<file path="src/rtl/lsse_pkg.sv">
// ----------------------------------------------------------------------------
// lsse_pkg
// Shared types and constants for the least-squares slope speed estimator.
// ----------------------------------------------------------------------------
package lsse_pkg;

  localparam int unsigned NPointsDefault = 6;
  localparam int unsigned CfgIdxW = 1;
  localparam int unsigned CfgDataW = 24;

  localparam logic [CfgIdxW-1:0] REG_SOURCE_FREQUENCY = 1'd0;
  localparam logic [CfgIdxW-1:0] REG_REFERENCE_SPEED = 1'd1;

  localparam logic [15:0] SourceFrequencyReset = 16'd40000;
  localparam logic [23:0] ReferenceSpeedReset = 24'd87903;

  localparam logic [1:0] STATUS_OK = 2'd0;
  localparam logic [1:0] STATUS_NO_SPREAD = 2'd1;
  localparam logic [1:0] STATUS_ZERO_SLOPE = 2'd2;

  // divider widths
  localparam int unsigned DivNumW = 64;
  localparam int unsigned DivDenW = 64;
  localparam int unsigned DivStepsW = 7;

  typedef enum logic [3:0] {
    ST_ACCUM,
    ST_MUL,
    ST_DIFF,
    ST_CHECK,
    ST_DIV_SLOPE,
    ST_DIV_SPEED,
    ST_ERR_PREP,
    ST_DIV_ERR,
    ST_OUT
  } state_t;

  typedef enum logic [2:0] {
    OP_NONE,
    OP_ACCUM,
    OP_MUL,
    OP_DIFF,
    OP_START_SLOPE,
    OP_START_SPEED,
    OP_ERR_PREP,
    OP_START_ERR
  } op_t;

  typedef struct packed {
    op_t  op;
    logic div_step;
    logic load_out;
    logic clear;
  } cmd_t;

  typedef struct packed {
    logic last_pair;
    logic den_zero;
    logic slope_zero;
    logic div_done;
  } status_t;

endpackage

</file>
<file path="src/rtl/lsse_ctrl.sv">
// ----------------------------------------------------------------------------
// lsse_ctrl
// Sequencer: accumulate pairs, then form the fit and run the divisions.
// ----------------------------------------------------------------------------
module lsse_ctrl (
  input  logic              clk,
  input  logic              rst,
  input  logic              in_valid,
  output logic              in_ready,
  output logic              out_valid,
  input  logic              out_ready,
  input  lsse_pkg::status_t sts,
  output lsse_pkg::cmd_t    cmd
);
  lsse_pkg::state_t state, state_next;
  logic             ovalid, ovalid_next;
  logic             started;

  always_ff @(posedge clk) begin
    if (rst) begin
      state   <= lsse_pkg::ST_ACCUM;
      ovalid  <= 1'b0;
      started <= 1'b0;
    end else begin
      state   <= state_next;
      ovalid  <= ovalid_next;
      started <= (state_next == state) && state != lsse_pkg::ST_ACCUM;
    end
  end

  always_comb begin
    state_next  = state;
    ovalid_next = ovalid && !out_ready;
    cmd         = '{op: lsse_pkg::OP_NONE, div_step: 1'b1, load_out: 1'b0, clear: 1'b0};
    in_ready    = 1'b0;
    unique case (state)
      lsse_pkg::ST_ACCUM: begin
        in_ready = 1'b1;
        if (in_valid) begin
          cmd.op = lsse_pkg::OP_ACCUM;
          if (sts.last_pair) state_next = lsse_pkg::ST_MUL;
        end
      end
      lsse_pkg::ST_MUL: begin
        cmd.op = lsse_pkg::OP_MUL;
        state_next = lsse_pkg::ST_DIFF;
      end
      lsse_pkg::ST_DIFF: begin
        cmd.op = lsse_pkg::OP_DIFF;
        cmd.clear = 1'b1;
        state_next = lsse_pkg::ST_CHECK;
      end
      lsse_pkg::ST_CHECK: begin
        if (sts.den_zero) begin
          state_next = lsse_pkg::ST_OUT;
        end else begin
          cmd.op = lsse_pkg::OP_START_SLOPE;
          state_next = lsse_pkg::ST_DIV_SLOPE;
        end
      end
      lsse_pkg::ST_DIV_SLOPE: begin
        if (started && sts.div_done) begin
          if (sts.slope_zero) begin
            cmd.op = lsse_pkg::OP_START_SPEED;
            cmd.div_step = 1'b0;
            state_next = lsse_pkg::ST_OUT;
          end else begin
            cmd.op = lsse_pkg::OP_START_SPEED;
            state_next = lsse_pkg::ST_DIV_SPEED;
          end
        end
      end
      lsse_pkg::ST_DIV_SPEED: begin
        if (started && sts.div_done) begin
          cmd.op = lsse_pkg::OP_ERR_PREP;
          state_next = lsse_pkg::ST_ERR_PREP;
        end
      end
      lsse_pkg::ST_ERR_PREP: begin
        cmd.op = lsse_pkg::OP_START_ERR;
        state_next = lsse_pkg::ST_DIV_ERR;
      end
      lsse_pkg::ST_DIV_ERR: begin
        if (started && sts.div_done) state_next = lsse_pkg::ST_OUT;
      end
      lsse_pkg::ST_OUT: begin
        if (!ovalid || out_ready) begin
          cmd.load_out = 1'b1;
          ovalid_next = 1'b1;
          state_next = lsse_pkg::ST_ACCUM;
        end
      end
      default: state_next = lsse_pkg::ST_ACCUM;
    endcase
  end

  assign out_valid = ovalid;

`ifndef NO_ASSERTIONS
  a_no_accept_busy: assert property (@(posedge clk) disable iff (rst)
    state != lsse_pkg::ST_ACCUM |-> !in_ready)
    else $error("input taken while computing");
  a_load_from_out: assert property (@(posedge clk) disable iff (rst)
    cmd.load_out |=> out_valid)
    else $error("result loaded but not shown");
  a_no_overwrite: assert property (@(posedge clk) disable iff (rst)
    cmd.load_out |-> (!out_valid || out_ready))
    else $error("pending result overwritten");
`endif
endmodule

</file>
<file path="config.mk">
export PLATFORM = sky130hd
export DESIGN_NAME = lsse_ctrl
export DESIGN_NICKNAME = d
export VERILOG_FILES = /design/src/rtl/lsse_pkg.sv /design/src/rtl/lsse_ctrl.sv
export SDC_FILE = /design/constraint.sdc
export NUM_CORES = 1
export LEC_CHECK = 0
export BUFFER_PORTS_ARGS = -buffer_cell sky130_fd_sc_hd__buf_2
export CAP_MARGIN = 40
export CORE_AREA = 2 2 39 41
export DETAILED_ROUTE_END_ITERATION = 7
export DIE_AREA = 0 0 41 43
export PLACE_DENSITY = 0.64
export SYNTH_ARGS = -nofsm -noshare
export SYNTH_HDL_FRONTEND = slang
export SYNTH_SLANG_ARGS = --single-unit
</file>
<file path="constraint.sdc">
create_clock -name clk -period 2.3 [get_ports clk]
set_input_delay 0.23 -clock clk [delete_from_list [all_inputs] [get_ports clk]]
set_output_delay 0.23 -clock clk [all_outputs]
set_load 0.02 [all_outputs]
</file>
==> reports/metrics.cfg <==
[final_layout]
regArea_sq_um=120
drive_gt1_frac=0.329
fin_nets=83
antenna_cells=0
n_fill_cell=151
multi_input_area_sq_um=304
syn2layout_area_growth_pct=20.6
final_core_util=0.397

[hold_path]
min-delay-start=rst
hold_depth=2
min_to=state[3]
hold_class=in -> reg

[routing]
wl_per_cell_microns=12.7
avgViaCountPerCell=5.35
ant_nets=0
drt_iter0_drc=10
drc_errors=0
via_count=476
totalWireLength_mm=1.13
firstDrtPassIters=4

[timing]
rsz0062_at_grt=false
hold_violations=0
fin_ws_ns=0.334
fin_setup_tns_ns=0
clock.fmax_ghz=0.509
fin_skew_ns=0.00230
post-route-period-util=0.855
worstMarginPinSlew_ns=0.525
period_minus_slack_ns=1.97
maxSlewViolCount=0
slew_headroom=0.650
setup_viol=0

[floorplanning]
die_w_microns=41
pin_count=16
initial_core_util=0.329
core_sq_um=1380
die_area_sq_um=1760
fp.dieH_microns=43
num_rows=14

[pwr]
internal_power_mw=0.248
combPwrFrac=0.393
p_sw_mw=0.155
p_leak_nw=0.235
powerDensity_nw_per_um2=733
totalPowerFinal_mw=0.403
clkPwrFrac=0.254
switching_share=0.385
power_frac_seq=0.352
ir_drop_v=0.000228

[global_route]
grt_pass1_wl_mm=1.73
grt_max_degree=15
grt_pass1_vias=398
grt_usage=0.146
antenna_found_initial=0
overflow=0

[clock_network]
postCtsHoldBufs=0
cts_root_buf=clkbuf_4
clock_latency_ns=0.25
cts_resized=0
cts_buffers=3
clk_path_buf_depth=2
clkTransAtPathRegs_ns=0.05
post_cts_buffers=0
cts_tree=built
htreeDepth=1
cts_sinks=6

[yosys]
ys_types=29
synth-seq-cells=6
syn_area_per_cell_sq_um=7.72
ys.warnings.count=0
netlist_area_sq_um=455
synthArstFlopShare=0
ys_seq_area_frac=0.264
synth_edf_count=0
yosys_most_used_dff=dfxtp_1
synth_nets=67
netlist_instances=59

[critical_path]
rr_endpoint=started
worstRegToRegCells=4
r2r_setup_slack_ns=0.62
timing.rr.start=state[0]
crit_arrival_ns=1.74
critPathLaunchType=register
cp-end-kind=primary output
required_ns=2.07
critPathMaxFanout=12
critPathKind=reg -> out

[place]
place_hpwl_microns=864
io_buffers=15
place_congestion=0.668
post-place-ws_ns=0.588

[outcome]
outcome=complete, no violations

[job]
drv_cap=0

==> registers in the layout, indices dropped and copies added, names as in the netlist <==
name / cells
out_valid: 1
started: 1
state: 4
==> cell usage in the layout, fill, tap and decap left out <==
cell type | Yosys | layout
a21bo_4 | 1 | 1
and2_1 | 1 | 1
o21a_1 | 1 | 1
o21ai_0 | 1 | 1
and3_1 | 1 | 1
or3_1 | 1 | 1
nand3_1 | 1 | 1
buf_2 | 1 | 15
a2bb2oi_1 | 1 | 1
nor2_1 | 9 | 9
nor4_1 | 2 | 2
nand2_2 | 1 | 1
a221oi_4 | 1 | 1
nand2b_1 | 3 | 3
or2_2 | 1 | 1
a21oi_1 | 7 | 7
nand2_1 | 2 | 2
or3b_2 | 1 | 1
a2111oi_2 | 1 | 1
nand3b_1 | 1 | 1
inv_1 | 2 | 2
a211oi_1 | 2 | 2
nor3_1 | 4 | 4
xnor2_1 | 1 | 1
or3b_1 | 1 | 1
clkbuf_4 | 0 | 3
dfxtp_1 | 6 | 6
nor2b_1 | 2 | 2
==> per-layer routing <==
metal	track usage	routed length (microns)	share of wire
met5	0	0	0
met3	0.0157	61	0.054
met2	0.209	550	0.49
met1	0.203	518	0.46
met4	0.0800	0	0
==> worst max path at each step <==
stage / start / endpoint / slack (ns) / depth (start not counted)
after floorplan: state[0] / cmd[5] / 0.68 / 5
after CTS: state[0] / cmd[5] / 0.32 / 5
after global routing: state[0] / cmd[5] / 0.20 / 5
after detailed placement: state[0] / cmd[5] / 0.59 / 5
final: state[0] / cmd[5] / 0.33 / 5
after global placement: state[0] / cmd[5] / 0.63 / 5
==> power groups by stage <==
stage | sequential [mW] | combinational [mW] | clock, mW
3_5_place_dp | 0.144 | 0.161 | 0
5_1_grt | 0.145 | 0.174 | 0.109
3_3_place_gp | 0.143 | 0.157 | 0
2_1_floorplan | 0.123 | 0.140 | 0
4_1_cts | 0.142 | 0.161 | 0.106
6_report | 0.142 | 0.158 | 0.102
==> cell type report <==
type                       instances  area share
sequential                         6       0.219
inverter                           2      0.0137
tap                               16      0.0364
multi-input combinational         47       0.554
clock buffer                       3      0.0410
timing repair buffer              15       0.137
==> synth_stat cells, types with 2 or more instances <==
library cell | n | area share
nand2b_1 | 3 | 0.041
inv_1 | 2 | 0.016
nor2_1 | 9 | 0.074
dfxtp_1 | 6 | 0.26
nor2b_1 | 2 | 0.027
a211oi_1 | 2 | 0.033
a21oi_1 | 7 | 0.077
clkbuf_1 | 2 | 0.016
nor4_1 | 2 | 0.027
nand2_1 | 2 | 0.016
nor3_1 | 4 | 0.044
==> critical path, stage by stage, from the launching register on <==
cell	delay, ns
dfxtp_1	0.57
or3b_2	0.47
o21ai_0	0.10
a21oi_1	0.09
nor2_1	0.09
buf_2	0.17
==> through the flow <==
step,cell area (sq um),hold WS [ns],cells
6_report,549,0.242,89
5_1_grt,549,0.262,89
4_1_cts,549,0.243,89
3_5_place_dp,527,0.506,86
3_3_place_gp,527,0.496,86
2_1_floorplan,455,0.299,59
==> logic make-up after synthesis <==
family          share of synthesized area
buf+inv                            0.0687
flops                               0.264
compound gates                      0.283
simple gates                        0.365
xor+xnor                           0.0192
No activity file was read; power rests on OpenSTA's default activity.
